$ cat config.mk
export PLATFORM = sky130hd
export DESIGN_NAME = tun_fifo
export DESIGN_NICKNAME = d
export VERILOG_FILES = /design/src/design/tun_fifo.sv
export SDC_FILE = /design/constraint.sdc
export NUM_CORES = 1
export LEC_CHECK = 0
export BUFFER_PORTS_ARGS = -buffer_cell sky130_fd_sc_hd__buf_2
export CELL_PAD_IN_SITES_DETAIL_PLACEMENT = 1
export CELL_PAD_IN_SITES_GLOBAL_PLACEMENT = 1
export CORE_AREA = 3 3 92 68
export DETAILED_ROUTE_END_ITERATION = 10
export DIE_AREA = 0 0 95 71
export HOLD_SLACK_MARGIN = 0.08
export PLACE_DENSITY_LB_ADDON = 0.1
export SLEW_MARGIN = 20
export SYNTH_ARGS = -nofsm -noshare
export SYNTH_HDL_FRONTEND = slang
export SYNTH_SLANG_ARGS = --single-unit
$ cat constraint.sdc
create_clock -name clk -period 1.65 [get_ports clk]
set_input_delay 0.0825 -clock clk [delete_from_list [all_inputs] [get_ports clk]]
set_output_delay 0.0825 -clock clk [all_outputs]
set_load 0.01 [all_outputs]
$ cat src/design/tun_fifo.sv
// ----------------------------------------------------------------------------
// tun_fifo
// Small register queue between the front and back pipelines.
// ----------------------------------------------------------------------------
`default_nettype none

module tun_fifo #(
    parameter int WIDTH = 8,
    parameter int DEPTH = 4
) (
    input  wire logic             clk,
    input  wire logic             rst_n,
    input  wire logic             wr,
    output logic                  full,
    input  wire logic [WIDTH-1:0] wdata,
    input  wire logic             rd,
    output logic                  empty,
    output logic      [WIDTH-1:0] rdata
);

    localparam int PTR_W = $clog2(DEPTH);
    localparam int CNT_W = $clog2(DEPTH + 1);

    logic [WIDTH-1:0] store_reg [DEPTH];
    logic [PTR_W-1:0] wptr_reg;
    logic [PTR_W-1:0] rptr_reg;
    logic [CNT_W-1:0] count_reg;
    logic             do_wr;
    logic             do_rd;

    assign full  = (count_reg == CNT_W'(DEPTH));
    assign empty = (count_reg == '0);
    assign do_wr = wr && !full;
    assign do_rd = rd && !empty;
    assign rdata = store_reg[rptr_reg];

    always_ff @(posedge clk or negedge rst_n)
    begin
        if (!rst_n)
        begin
            wptr_reg  <= '0;
            rptr_reg  <= '0;
            count_reg <= '0;
        end
        else
        begin
            if (do_wr)
            begin
                wptr_reg <= (wptr_reg == PTR_W'(DEPTH - 1)) ? '0 : wptr_reg + 1'b1;
            end
            if (do_rd)
            begin
                rptr_reg <= (rptr_reg == PTR_W'(DEPTH - 1)) ? '0 : rptr_reg + 1'b1;
            end
            if (do_wr && !do_rd)
            begin
                count_reg <= count_reg + 1'b1;
            end
            else if (do_rd && !do_wr)
            begin
                count_reg <= count_reg - 1'b1;
            end
        end
    end

    always_ff @(posedge clk)
    begin
        if (do_wr)
        begin
            store_reg[wptr_reg] <= wdata;
        end
    end

endmodule

`default_nettype wire

== Word-level counts from Yosys, hierarchy flattened ==
Memories as Yosys holds them, arrays and structs flattened.
Index checks and enable logic that the tools add are counted.
Cells by class
  mux-type cells: 6
  add/subtract/negate cells: 4
  eq/ne operators: 3
  reduce and logical (&&, ||, !) cells: 10
Operators with widths (number)
  two-way mux 3 bit: 2
  adder 2 x 1 -> 2 bit, second input constant: 2
  equality test 2 bit, second input constant: 2
  logical AND 1 bit: 4
  zero test 1 bit: 4
  two-way mux 2 bit: 2
  adder 3 x 1 -> 3 bit, second input constant: 1
  equality test 3 bit, second input constant: 1
  zero test 3 bit: 1
  subtractor 3 x 1 -> 3 bit, second input constant: 1
  two-way mux 1 bit: 2
  nonzero test 2 bit: 1
Word-level totals
  memory bits (writable): 32
  input bits: 12
  register bits: 7
  word-level logic and storage cells: 27
  memories kept: 1
Memories
  store_reg: words 4, width 8, rd ports 1, clocked after memory_dff 0, write ports 1, RTL line 24  | logic [WIDTH-1:0] store_reg [DEPTH];

== Logic depth before layout (Yosys ltp) ==
Gate-level depths: netlist of the first run.
  word-level depth: 7
  gate-level depth with buffers: 8
  mapped depth without buffers: 8

== Least setup slack after synthesis of the first run ==
No wires, ideal clock.
  path kind: register -> register
  from: register count_reg[0]
  to: register count_reg[2]
  setup time: 0.079 ns
  stages on the path, launching flop included: 9
  slack: -0.427 ns
  data required time: 1.571 ns
  arrival: 1.998 ns
  path through: dfrtp_1 -> nor3_1 -> nand2b_4 -> ha_1 -> inv_1 -> fa_1 -> xor2_1 -> nor2_1 -> xor2_1
On the way
  cells in the longest elaborated chain, start to end: 6
  elaborated cells between the ends (all ways): 15
  classes of those cells: add/sub: 2; eq/ne: 1; mux: 2; reduce/logical: 10
Ends and longest elaborated chain
  from (decl): RTL line 27  | logic [CNT_W-1:0] count_reg;
  from (signal assigned): RTL line 57  | count_reg <= count_reg + 1'b1;
  from (signal assigned): RTL line 61  | count_reg <= count_reg - 1'b1;
  zero test 3 bit (*): RTL line 32  | assign empty = (count_reg == '0);
  net empty: RTL line 17  | output logic empty,
  zero test 1 bit (*): RTL line 34  | assign do_rd = rd && !empty;
  logical AND 1 bit (*): RTL line 34
  zero test 1 bit: RTL line 55  | if (do_wr && !do_rd)
  logical AND 1 bit: RTL line 55
  two-way mux 3 bit / nonzero test 2 bit (equally long branches)
Mark *: on every way through the listed nets, which the timed path passes. The rest lies on a longest branch. The select of a mux whose other input is x is not followed.
A chain may end at the register's enable or synchronous reset.

== Worst setup path in the final report of the first run ==
  from: register count_reg[1]
  to: register count_reg[1]
On the way
  cells in the longest elaborated chain, start to end: 6
  elaborated cells between the ends (all ways): 15
  classes of those cells: add/sub: 2; eq/ne: 1; mux: 2; reduce/logical: 10
Ends and longest elaborated chain
  equality test 3 bit (*): RTL line 31  | assign full = (count_reg == CNT_W'(DEPTH));
  zero test 1 bit (*): RTL line 33  | assign do_wr = wr && !full;
  logical AND 1 bit (*): RTL line 33
  net do_wr: RTL line 28  | logic do_wr;
  zero test 1 bit: RTL line 59  | else if (do_rd && !do_wr)
  logical AND 1 bit: RTL line 59
  nonzero test 2 bit (no line)
Marks and branches as above.

==> impl_metrics.yaml, run 1 <==
worst_setup_path:
  r2r_cells: 6
  cp-end-kind: "flop"
  worstPathArrival_ps: 2010
  timing.rr.start: "count_reg[1]"
  worstSetupPathDepth: 6
  cp_max_fo: 3
  r2r-end: "count_reg[1]"
  critPathTopFamily: "adder cells"
  start_kind: "flop"
  crit_start: "count_reg[1]"
  critPathRequiredTime_ps: 1830
  worstSetupPathType: "flop to flop"
  critPathSlowestCell: "dfrtp_2"
  worstPathCellList: "nor3b_4 -> nor2b_4 -> ha_4 -> inv_2 -> fa_2 -> mux2_4"
  slowest_delay_ps: 470
  crit_buf_inv: 1
  cp-endpoint: "count_reg[1]"
  r2r_slack_ps: -180
finish:
  layout-area-overhead-vs-synth_pct: 39.21
  fill_cells: 541
  drive_above_1_share_pct: 55.22
  fin_util_pct: 40.55
  final_area_um2: 2252
  nets: 152
  largest_register_ffs: 32
  antennaDiodeCount: 0
worst_hold_path:
  hold_path_class: "input pin to asynchronous set/reset pin"
grt:
  grt_overflow: 0
  grt_pass1_vias: 924
  grt_pass1_wl_um: 5168
  antenna_found_initial: 0
  grt_use_total_pct: 10.82
  grt_max_degree: 14
pwr:
  power_density_nw_per_um2: 1750
  p_leak_nw: 0.8825
  vdd_drop_max_uv: 610.2
sta:
  rsz0062_at_grt: "true"
  hold_violations: 0
  skew_ps: 4.616
  fin_ws_ps: -175.6
  maxSlewViolCount: 0
  period_needed_ps: 1826
  worst_pin_slew_ps: 276.6
  max_freq_mhz: 547.8
  slew-limit-headroom_pct: 81.56
  fin_crit_sh_pct: 110.6
  timing.hold.ws_ps: 157.1
  setup_viol: 2
cts:
  path_clk_slew_ps: 80
  clock-sinks: 39
  cts-root-buf: "clkbuf_8"
  clock_latency_ps: 290
  htreeDepth: 2
  clk_path_buf_depth: 2
  cts_tree: "yes"
  numCtsBuffers: 5
placed_design:
  dp_hpwl_um: 2153
  place_congestion: 0.7714
  place_area_um2: 1996
  port_buffers: 21
route:
  routed_wl_um: 3216
  route.detailed.drc: 0
  vias: 860
  drt_iter0_drc: 28
  antenna_left: 0
  dr.pass1.iters: 4
  wire_per_inst_um: 15.39
  routed_via_density: 4.115
yosys:
  ys_ff_latch: 39
  yosysTopAreaCell: "edfxtp_1"
  yosysWarnings: 0
  synth_top_cell_area_share_pct: 59.40
  synthesis.nets: 98
  synth_area_um2: 1618
  syn_avg_cell_area_um2: 20.48
  ys_seq_area_share_pct: 70.22
  synthTopCellsByArea: "edfxtp_1, mux4_2, dfrtp_1, ha_1, mux2_4"
  synth_cell_type_count: 19
  synthCells: 79
die:
  dieArea_um2: 6745
  io_pins: 22
  die_x_um: 95
  dieHeight_um: 71
  fp-row-count: 23
  initial_core_util_pct: 29.13
  core_area_um2: 5554
status:
  status: "finished with violations"
  violations: "setup timing"
job:
  maxCapViolCount: 0
-- worst min-delay path by stage --
stage,from,to,cells past startpoint
3_5_place_dp,rst_n,wptr_reg[0],1
6_report,rst_n,wptr_reg[0],2
4_1_cts,rst_n,wptr_reg[1],2
5_1_grt,rst_n,rptr_reg[0],2
3_3_place_gp,rst_n,wptr_reg[0],1
2_1_floorplan,rst_n,count_reg[0],0
-- metrics by stage --
stage                     power (mW)  setup slack [ps]  cells  setup TNS (ps)
after floorplan                2.374            -208.8     79          -405.4
after global placement         3.027            -159.5    188          -231.9
after detailed placement       3.085            -220.4    188          -361.8
after CTS                      3.951            -176.1    206          -347.7
after global routing           4.205            -262.1    209          -509.1
final                          3.940            -175.6    209          -341.8
-- cell usage after synthesis --
master    number
edfxtp_1      32
mux4_2         8
dfrtp_1        7
ha_1           6
mux2_4         4
nor2_1         4
and2_1         3
inv_1          3
xor2_1         2
buf_2          1
clkbuf_1       1
fa_1           1
mux2_2         1
nand2_1        1
nand2b_4       1
nor2b_4        1
nor3_1         1
nor3b_4        1
xnor2_1        1
-- timing repair --
| item | in CTS | in global routing |
|---|---|---|
| setup endpoints to repair | 3 | 4 |
| gates resized for setup | 3 | 6 |
| endpoints found under the hold margin | 39 | 0 |
| hold buffers | 9 | 0 |
| buffers inserted | 1 | 3 |
| pin swaps | 3 | 2 |
-- per-layer routing --
layer / vias to the layer above / GRT usage [%] / wire (um)
met5: - / 0 / 0
met4: 0 / 4.800 / 53
met3: 5 / 3.507 / 149
met2: 19 / 15.55 / 1479
met1: 430 / 14.96 / 1534
li1: 406 / - / -
-- final cells by class --
class / count / area (um^2) / area share, %
clock buffers: 5 / 68.82 / 3.056
clock inverters: 3 / 43.79 / 1.944
inverters: 3 / 11.26 / 0.5000
multi-input cells: 35 / 499.2 / 22.17
flip-flops and latches: 39 / 1140 / 50.61
well taps: 75 / 93.84 / 4.167
repair buffers: 49 / 395.4 / 17.56
-- report_power, final --
part           switching (mW)  internal (mW)  leakage [nW]
clock network           0.344          0.450        0.0581
logic                   0.628          0.971         0.452
registers               0.207           1.34         0.372
total                    1.18           2.76         0.882
-- cell families after synthesis --
group                    after synthesis  synth area share, %
flip-flops                            39                70.22
multiplexers                          13                15.55
AND/OR/NAND/NOR                       12                5.490
adder cells (fa/ha/maj)                7                5.878
buffers and inverters                  5                1.237
XOR/XNOR                               3                1.624
-- cells in the final DEF, fill, tap and decap left out, drive strengths merged --
cell / count
and2: 3
buf: 40
bufinv: 1
clkbuf: 5
clkinv: 2
dfrtp: 7
dlygate4sd3: 9
edfxtp: 32
fa: 1
ha: 6
inv: 3
mux2: 5
mux4: 8
nand2: 1
nand2b: 1
nor2: 4
nor2b: 1
nor3: 1
nor3b: 1
xnor2: 1
xor2: 2
Power figures use the tool's default switching activity.
==> run 2: changes to the inputs <==
CTS_BUF_LIST = sky130_fd_sc_hd__clkbuf_16   (was unset)
==> impl_metrics.yaml, run 2 (synthesis results as in run 1) <==
cts:
  clk_path_buf_depth: 2
  cts_tree: "yes"
  cts-root-buf: "clkbuf_16"
  htreeDepth: 2
  numCtsBuffers: 5
  clock_latency_ps: 270
  clock-sinks: 39
  path_clk_slew_ps: 60
worst_hold_path:
  hold_path_class: "input pin to asynchronous set/reset pin"
die:
  io_pins: 22
  core_area_um2: 5554
  dieHeight_um: 71
  initial_core_util_pct: 29.13
  dieArea_um2: 6745
  die_x_um: 95
  fp-row-count: 23
pwr:
  switching_share_pct: 28.41
  p_int_mw: 3.005
  p_leak_nw: 0.9027
  seqPwrFrac_pct: 36.9
  power_switching_mw: 1.192
  vdd_drop_max_uv: 589.0
  comb_power_share_pct: 37.6
  finalPower_mw: 4.197
  power_density_nw_per_um2: 1828
  p_clk_share_pct: 25.5
sta:
  setup_viol: 2
  skew_ps: 3.453
  slew-limit-headroom_pct: 65.59
  worst_pin_slew_ps: 516.1
  fin_ws_ps: -176.3
  rsz0062_at_grt: "true"
  max_freq_mhz: 547.6
  maxSlewViolCount: 0
  period_needed_ps: 1826
  fin_crit_sh_pct: 110.7
  hold_violations: 0
finish:
  mostFrequentLayoutCells: "edfxtp_1, buf_2, buf_4"
  largest_register_ffs: 32
  layout-area-overhead-vs-synth_pct: 41.92
  drive_above_1_share_pct: 54.14
  fill_cells: 531
  nets: 151
  antennaDiodeCount: 0
  instances_no_fill: 208
  final_common_cell: "edfxtp_1"
worst_setup_path:
  timing.rr.start: "count_reg[1]"
  cp-end-kind: "flop"
  start_kind: "flop"
  worstPathArrival_ps: 1980
  r2r_cells: 6
  worstSetupPathType: "flop to flop"
  crit_start: "count_reg[1]"
  cp-endpoint: "count_reg[1]"
  r2r-end: "count_reg[1]"
  critPathRequiredTime_ps: 1810
  r2r_slack_ps: -180
  cp_max_fo: 3
grt:
  grt_overflow: 0
  antenna_found_initial: 0
  grt_pass1_wl_um: 5161
  grt_use_total_pct: 10.57
  grt_pass1_vias: 939
  grt_max_degree: 14
route:
  dr.pass1.iters: 2
  drt_iter0_drc: 29
  antenna_left: 0
  route.detailed.drc: 0
  wire_per_inst_um: 15.09
  routed_via_density: 4.120
  routed_wl_um: 3139
  vias: 857
status:
  status: "finished with violations"
  violations: "setup timing"
placed_design:
  placed_cells: 188
  place_congestion: 0.7714
  port_buffers: 21
  dp_hpwl_um: 2153
job:
  maxCapViolCount: 0
-- run 2: cell count changes in the layout (fill, tap and decap cells not counted), sizes merged --
cell  delta
buf      -1
-- run 2: metrics by stage --
stage	util [%]	TNS, ps	hold slack, ps	worst slack (ps)	cell area (um^2)
floorplan	-	-405.4	-213.1	-208.8	1643
global placement	35.93	-231.9	-64.30	-159.5	1996
detailed placement	35.93	-361.8	-62.66	-220.4	1996
CTS	40.80	-340.3	184.8	-171.8	2266
global route	41.34	-559.4	204.4	-251.2	2296
finish	41.34	-322.4	179.8	-176.3	2296
-- run 2: worst min path at each step --
stage	startpoint	endpoint	slack, ps	cells after the start
after floorplan	rst_n	count_reg[0]	-210	0
after global placement	rst_n	wptr_reg[0]	-60	1
after detailed placement	rst_n	wptr_reg[0]	-60	1
after CTS	rst_n	wptr_reg[0]	180	2
after global routing	rst_n	wptr_reg[0]	200	2
final	rst_n	wptr_reg[0]	180	2
-- run 2: layout make-up --
cell class | count | area (um^2) | share of cell area (%)
Sequential cell | 39 | 1139 | 49.59
Timing Repair Buffer | 48 | 384.1 | 16.73
Clock buffer | 5 | 125.1 | 5.450
Clock inverter | 3 | 43.79 | 1.907
Tap cell | 75 | 93.84 | 4.087
Inverter | 3 | 11.26 | 0.4905
Multi-Input combinational cell | 35 | 499.2 | 21.74
-- run 2: layer usage --
layer | share of wire [%] | GRT usage [%] | up-vias
met2 | 47 | 15.39 | 15
met1 | 48 | 15.16 | 430
met4 | 0.99 | 3.360 | 0
met3 | 4.1 | 3.188 | 5
li1 | - | - | 407
met5 | 0 | 0 | -
-- run 2: power by group through the flow --
stage	clock (mW)	sequential (mW)	combinational (mW)
after floorplan	0	1.48	0.894
after global placement	0	1.54	1.48
after detailed placement	0	1.57	1.51
after CTS	1.12	1.55	1.55
after global routing	1.17	1.57	1.73
final	1.07	1.55	1.58
-- run 2: what timing repair did --
item                       4_1_cts  5_1_grt
hold endpoints to repair        39        0
gates resized for setup          2        5
setup buffers                    1        2
setup endpoints to repair        2        2
hold buffers                     9        0
pin swaps                        3        3
-- run 2: worst max-delay path, stage by stage, from the launching register on --
cell and delay (ps):
dfrtp_2 460, nor3b_4 280, nor2b_4 80, ha_4 160, inv_2 50, fa_2 410
mux2_4 270
